## config.mk

```make
export PLATFORM = sky130hd
export DESIGN_NAME = stream_duplicate_filter
export DESIGN_NICKNAME = d
export VERILOG_FILES = /design/src/rtl/sdf_pkg.sv /design/src/rtl/sdf_front.sv /design/src/rtl/sdf_queue.sv /design/src/rtl/stream_duplicate_filter.sv
export VERILOG_INCLUDE_DIRS = /design/src /design/src/rtl
export SDC_FILE = /design/constraint.sdc
export NUM_CORES = 2
export LEC_CHECK = 0
export BUFFER_PORTS_ARGS = -buffer_cell sky130_fd_sc_hd__buf_2
export CORE_MARGIN = 2
export CORE_UTILIZATION = 53
export CTS_CLUSTER_DIAMETER = 30
export CTS_CLUSTER_SIZE = 16
export DETAILED_ROUTE_END_ITERATION = 10
export GPL_TIMING_DRIVEN = 1
export PLACE_DENSITY_LB_ADDON = 0.08
export SLEW_MARGIN = 20
export SYNTH_ARGS = -nofsm -noshare
export SYNTH_HDL_FRONTEND = slang
export SYNTH_SLANG_ARGS = --single-unit
export TNS_END_PERCENT = 10
```

## constraint.sdc

```tcl
create_clock -name clk -period 5.2 [get_ports clk]
set_clock_uncertainty 0.05 [all_clocks]
set_input_delay 1.04 -clock clk [delete_from_list [all_inputs] [get_ports clk]]
set_output_delay 1.04 -clock clk [all_outputs]
set_load 0.02 [all_outputs]
```

## src/rtl/stream_duplicate_filter_defines.svh

```systemverilog
// Assertion macros used by the duplicate filter top level
`ifndef STREAM_DUPLICATE_FILTER_DEFINES_SVH
`define STREAM_DUPLICATE_FILTER_DEFINES_SVH

// check that cons holds in the same cycle as ante
`define SDF_ASSERT_SAME(lbl, ante, cons, msg) \
	lbl: assert property (@(posedge clk) disable iff (!arst_n) (ante) |-> (cons)) \
		else $error(msg);

// check that cons holds in the cycle after ante
`define SDF_ASSERT_NEXT(lbl, ante, cons, msg) \
	lbl: assert property (@(posedge clk) disable iff (!arst_n) (ante) |=> (cons)) \
		else $error(msg);

`endif

```

## src/rtl/sdf_pkg.sv

```systemverilog
// Package with sizes and types of the duplicate filter
`default_nettype none
package sdf_pkg;
	localparam int CAPACITY  = 64;
	localparam int KEY_WIDTH = 32;
	localparam int DATA_W    = 32;
	localparam int CMP_W     = (KEY_WIDTH < DATA_W) ? KEY_WIDTH : DATA_W;
	localparam int FILL_W    = $clog2(CAPACITY + 1);
	localparam int IDX_W     = (CAPACITY > 1) ? $clog2(CAPACITY) : 1;
	localparam int QDEPTH    = 4;
	localparam int QPTR_W    = $clog2(QDEPTH);

	typedef struct packed {
		logic [DATA_W-1:0] value;
		logic              ovf;
	} result_t;

	typedef struct packed {
		logic    valid;
		result_t res;
	} push_t;

	typedef struct packed {
		logic [FILL_W-1:0] fill;
	} front_stat_t;
endpackage
`default_nettype wire

```

## src/rtl/sdf_front.sv

```systemverilog
// Front part: seen-table lookup, insert and classification of each key
`default_nettype none
module sdf_front (
	input  wire logic                  clk,
	input  wire logic                  arst_n,
	input  wire logic                  in_valid,
	output logic                       in_ready,
	input  wire logic [sdf_pkg::DATA_W-1:0] in_key,
	input  wire logic                  in_eos,
	input  wire logic                  q_ready,
	output sdf_pkg::push_t             push,
	output sdf_pkg::front_stat_t       stat
);
	import sdf_pkg::*;

	logic [CMP_W-1:0]  keys_q [CAPACITY];
	logic [CAPACITY-1:0] valid_q;
	logic [CAPACITY-1:0] match;
	logic [FILL_W-1:0] fill_q;
	logic [CMP_W-1:0]  key;
	logic              hit;
	logic              full;
	logic              accept;
	logic              ins;

	assign key = in_key[CMP_W-1:0];

	for (genvar g = 0; g < CAPACITY; g++) begin : g_cmp
		assign match[g] = valid_q[g] && (keys_q[g] == key);
	end

	assign hit      = |match;
	assign full     = (fill_q == FILL_W'(CAPACITY));
	assign in_ready = q_ready;
	assign accept   = in_valid && q_ready;
	assign ins      = accept && !hit && !full;

	assign push.valid     = accept && !hit;
	assign push.res.value = DATA_W'(key);
	assign push.res.ovf   = full;

	assign stat.fill = fill_q;

	always_ff @(posedge clk or negedge arst_n) begin
		if (!arst_n) begin
			fill_q  <= '0;
			valid_q <= '0;
		end else if (accept && in_eos) begin
			fill_q  <= '0;
			valid_q <= '0;
		end else if (ins) begin
			fill_q  <= fill_q + FILL_W'(1);
			valid_q[fill_q[IDX_W-1:0]] <= 1'b1;
		end
	end

	for (genvar g = 0; g < CAPACITY; g++) begin : g_store
		always_ff @(posedge clk) begin
			if (ins && (fill_q[IDX_W-1:0] == IDX_W'(g))) begin
				keys_q[g] <= key;
			end
		end
	end
endmodule
`default_nettype wire

```

## src/rtl/sdf_queue.sv

```systemverilog
// Back part: short result queue that drives the output stream
`default_nettype none
module sdf_queue (
	input  wire logic            clk,
	input  wire logic            arst_n,
	input  wire sdf_pkg::push_t  push,
	output logic                 push_ready,
	output logic                 out_valid,
	input  wire logic            out_ready,
	output sdf_pkg::result_t     out_res
);
	import sdf_pkg::*;

	result_t           mem_q [QDEPTH];
	logic [QPTR_W-1:0] wr_q;
	logic [QPTR_W-1:0] rd_q;
	logic [QPTR_W:0]   cnt_q;
	logic              do_push;
	logic              do_pop;

	assign push_ready = (cnt_q != (QPTR_W+1)'(QDEPTH));
	assign out_valid  = (cnt_q != '0);
	assign out_res    = mem_q[rd_q];
	assign do_push    = push.valid && push_ready;
	assign do_pop     = out_valid && out_ready;

	always_ff @(posedge clk or negedge arst_n) begin
		if (!arst_n) begin
			wr_q  <= '0;
			rd_q  <= '0;
			cnt_q <= '0;
		end else begin
			if (do_push) begin
				wr_q <= wr_q + QPTR_W'(1);
			end
			if (do_pop) begin
				rd_q <= rd_q + QPTR_W'(1);
			end
			case ({do_push, do_pop})
				2'b10:   cnt_q <= cnt_q + (QPTR_W+1)'(1);
				2'b01:   cnt_q <= cnt_q - (QPTR_W+1)'(1);
				default: cnt_q <= cnt_q;
			endcase
		end
	end

	always_ff @(posedge clk) begin
		if (do_push) begin
			mem_q[wr_q] <= push.res;
		end
	end
endmodule
`default_nettype wire

```

## src/rtl/stream_duplicate_filter.sv

```systemverilog
// Top level of the stream duplicate filter
// Passes on only the first occurrence of each key in the input stream, in order,
// and drops repeats. A 64-entry seen-table is searched in full every cycle and a
// new key is stored in the same cycle, so one beat is taken per clock with no
// bubbles while the queue has room; each result is registered in the queue. A new
// key that finds the table full is still passed on, with tuser set, but is not
// stored. A beat with tlast clears the table after that beat has been handled.
// A four-entry result queue decouples the output: input stalls only while it is full.
`default_nettype none
`include "stream_duplicate_filter_defines.svh"
module stream_duplicate_filter (
	input  wire logic                       clk,
	input  wire logic                       arst_n,
	input  wire logic                       s_axis_tvalid,
	output logic                            s_axis_tready,
	input  wire logic [sdf_pkg::DATA_W-1:0] s_axis_tdata,  // key_value
	input  wire logic                       s_axis_tlast,  // end_of_stream
	output logic                            m_axis_tvalid,
	input  wire logic                       m_axis_tready,
	output logic [sdf_pkg::DATA_W-1:0]      m_axis_tdata,  // unique_value
	output logic                            m_axis_tuser   // table_overflow
);
	import sdf_pkg::*;

	push_t       push;
	front_stat_t stat;
	result_t     out_res;
	logic        q_ready;

	sdf_front u_front (
		.clk      (clk),
		.arst_n   (arst_n),
		.in_valid (s_axis_tvalid),
		.in_ready (s_axis_tready),
		.in_key   (s_axis_tdata),
		.in_eos   (s_axis_tlast),
		.q_ready  (q_ready),
		.push     (push),
		.stat     (stat)
	);

	sdf_queue u_queue (
		.clk        (clk),
		.arst_n     (arst_n),
		.push       (push),
		.push_ready (q_ready),
		.out_valid  (m_axis_tvalid),
		.out_ready  (m_axis_tready),
		.out_res    (out_res)
	);

	assign m_axis_tdata = out_res.value;
	assign m_axis_tuser = out_res.ovf;

	`SDF_ASSERT_SAME(a_push_room, push.valid, q_ready, "result pushed into a full queue")
	`SDF_ASSERT_SAME(a_fill_range, 1'b1, stat.fill <= FILL_W'(CAPACITY), "fill count past capacity")
	`SDF_ASSERT_SAME(a_ovf_full, push.valid && push.res.ovf, stat.fill == FILL_W'(CAPACITY),
		"overflow flagged on a table that is not full")
	`SDF_ASSERT_NEXT(a_eos_clear, s_axis_tvalid && s_axis_tready && s_axis_tlast,
		stat.fill == '0, "table not cleared after last beat")
endmodule
`default_nettype wire
```

==> results.py <==
metrics = {
    "outcome": {
        "status": "completed",
    },
    "logic_synthesis": {
        "yosysUniqueCellTypes": 67,
        "synthTopCellsByArea": "edfxtp_1, xor2_1, xnor2_1",
        "synth.top_cell.area_share_pct": 66.2,
        "synth_top_cell_by_area": "edfxtp_1",
        "yosysWarnings": 0,
        "synth.mux.area_fraction_pct": 0.803,
        "ys.flop_type": "edfxtp_1",
        "synthSimpleGateAreaFrac_pct": 9.31,
        "synth.cells.most_frequent": "edfxtp_1, xor2_1, xnor2_1",
        "synth_seq_cells": 2258,
        "synth_most_common_cell": "edfxtp_1",
        "synth-seq-area-share_pct": 68.1,
        "synth_compound_area_share_pct": 0.840,
        "postSynthCellCount": 6238,
        "synth_top_family_by_area": "XOR/XNOR gates",
        "syn_area_per_cell_sq_um": 15.9,
        "netlist_area_sq_um": 99000,
        "synthAdderAreaFrac_pct": 0.134,
        "synthArstFlopShare_pct": 3.45,
        "synth-xor-area-share_pct": 18.1,
        "synth_nets": 6285,
        "synth_edf_count": 2180,
    },
    "clocking": {
        "cts_htree_levels": 5,
        "cts_resized": 0,
        "path_clk_slew_ns": 0.05,
        "cts_buffer_depth": 4,
        "cts_sinks": 2258,
        "cts_tree": "yes",
        "cts_setup_buffers": 0,
        "clk_latency_ns": 0.99,
        "cts_hold_buf": 0,
        "root_buffer": "clkbuf_16",
        "cts_buffers": 480,
    },
    "critical_path": {
        "cp.arrival_ns": 5.05,
        "worstSetupEndpointType": "flop",
        "crit_type": "in -> reg",
        "required_ns": 5.78,
        "critPathLaunchType": "input port",
        "worst-path-max-fanout": 32,
    },
    "detailed_routing": {
        "met2_length_mm": 134,
        "drtPass1Iterations": 6,
        "routedWlPerCell_um": 29.4,
        "vias_per_cell": 5.97,
        "drc": 0,
        "ant_nets": 0,
        "wl_met1_mm": 126,
        "drt_iter0_markers": 6497,
        "route.vias.total": 59900,
        "met3_length_mm": 23.8,
        "drt_wl_total_mm": 295,
        "top_layer": "met5",
    },
    "floorplan": {
        "io_pins": 72,
        "start_util_pct": 53.4,
        "rows": 158,
        "fp.coreArea_sq_um": 185000,
        "die_area_sq_um": 190000,
        "die_y_um": 436,
        "die_w_um": 436,
    },
    "cells_and_area": {
        "layout-drive-gt1-share_pct": 20.6,
        "stdcell_count": 10000,
        "synthToLayoutAreaGrowth_pct": 25.5,
        "nets": 7190,
        "final_core_util_pct": 67.0,
    },
    "flow_run": {
        "max_cap_violations": 0,
    },
    "sta": {
        "hold_viol": 0,
        "fin_ws_ns": 0.733,
        "max_freq_mhz": 224,
        "finalSetupViolations": 0,
        "fin_crit_ns": 4.47,
        "holdWs_ns": 0.0787,
        "tightest_slew_ns": 1.26,
        "slew_violations": 0,
        "slew_headroom_pct": 15.8,
        "finalCritPeriodShare_pct": 85.9,
        "grt_setup_unrepaired": "false",
    },
    "global_routing": {
        "grt_max_degree": 47,
        "overflow": 0,
        "grt_pass1_vias": 59900,
        "grt_pass1_wl_mm": 425,
        "antenna_found_initial": 15,
        "track_usage_pct": 30.8,
    },
    "placed_design": {
        "dp_slack_ns": -0.0881,
        "port_buffers": 71,
        "gp_congestion": 0.955,
        "placed_cells": 9141,
        "hpwlAfterDp_mm": 192,
    },
    "power_and_ir_drop": {
        "cellLeakagePower_nw": 42.0,
        "pwr_density_cell_nw_per_um2": 459,
        "ir_drop_mv": 0.403,
    },
    "worst_hold_path": {
        "hold_path_class": "in -> async",
    },
}
==> registers in the layout, summed over array words and instances (netlist names) <==
| signal | cells |
|---|---|
| u_queue.rd_q | 2 |
| u_queue.wr_q | 2 |
| u_front.stat | 7 |
| u_front.keys_q | 2048 |
| u_queue.cnt_q | 3 |
| u_front.valid_q | 64 |
| u_queue.mem_q | 132 |
==> final cells by class <==
| type | instances | area (sq um) |
|---|---|---|
| multi-input cells | 3683 | 29000 |
| inverters | 23 | 86.3 |
| clock inverters | 343 | 4250 |
| diodes | 6 | 15.0 |
| repair buffers | 697 | 7990 |
| well taps | 2480 | 3100 |
| flip-flops and latches | 2258 | 67400 |
| fillers | 12900 | 61200 |
| clock buffers | 536 | 12400 |
==> where the power goes <==
part / total (W) / internal (W) / switching [W] / leakage (nW)
clock network: 0.0311 / 0.0214 / 0.00978 / 7.94
logic: 0.00499 / 0.00177 / 0.00323 / 13.4
registers: 0.0208 / 0.0206 / 0.000270 / 20.7
==> path summary, 6_finish.rpt <==
kind	end	slack, ns	depth (start not counted)	start
setup / recovery	u_front.keys_q[1][393]	0.73	14	s_axis_tdata[22]
hold / removal	u_queue.wr_q[1]	0.08	1	arst_n
setup reg to reg	u_front.keys_q[1][393]	1.04	12	u_front.keys_q[1][1008]
hold reg to reg	u_queue.cnt_q[2]	0.45	1	u_queue.cnt_q[2]
max in group asynchronous	u_front.valid_q[28]	3.90	2	arst_n
min in group clk	u_queue.mem_q[2][25]	0.33	1	s_axis_tdata[24]
==> per-layer routing <==
| layer | vias to the layer above | GRT usage (%) |
|---|---|---|
| li1 | 25700 | - |
| met1 | 30600 | 44.3 |
| met2 | 2996 | 46.9 |
| met3 | 558 | 6.00 |
| met4 | 6 | 11.5 |
| met5 | - | 0 |
==> cell families (layout without fill, tap and decap cells) <==
group / after synthesis / in the layout
other cells: 0 / 6
fa+ha+maj: 10 / 10
simple gates: 1497 / 1497
mux: 38 / 38
flops: 2258 / 2258
buf+inv: 297 / 1599
xor+xnor: 2044 / 2044
compound gates: 94 / 94
==> stage by stage <==
step	total power [W]	setup TNS, ns	instance area (sq um)
after floorplan	0.0237	0	99000
after global placement	0.0260	-51.88	108000
after detailed placement	0.0261	-12.48	108000
after CTS	0.0572	0	124000
after global routing	0.0585	0	124000
final	0.0570	0	124000
==> placed cells by master, fill, tap and decap left out, types with 77 or more instances in the layout <==
cell,instances
nor4_1,484
bufinv_16,89
nand4_1,334
xor2_1,1240
nor3_1,93
dfrtp_1,77
edfxtp_1,2180
buf_12,210
nand2_1,118
buf_4,417
xnor2_1,800
clkbuf_16,485
nand3_1,125
==> critical path, cell delays in order <==
cell and delay [ns]:
buf_8 0.26, buf_4 0.30, xor2_1 0.29, nor4_1 0.10, nand4_1 0.09, nor4_1 0.11
or4_1 0.61, nor4_2 0.84, nand3b_2 0.22, nor2_4 0.20, buf_12 0.15, buf_12 0.16
and4_1 0.35, buf_12 0.25
Note: power is estimated with default switching activity, not from simulation.
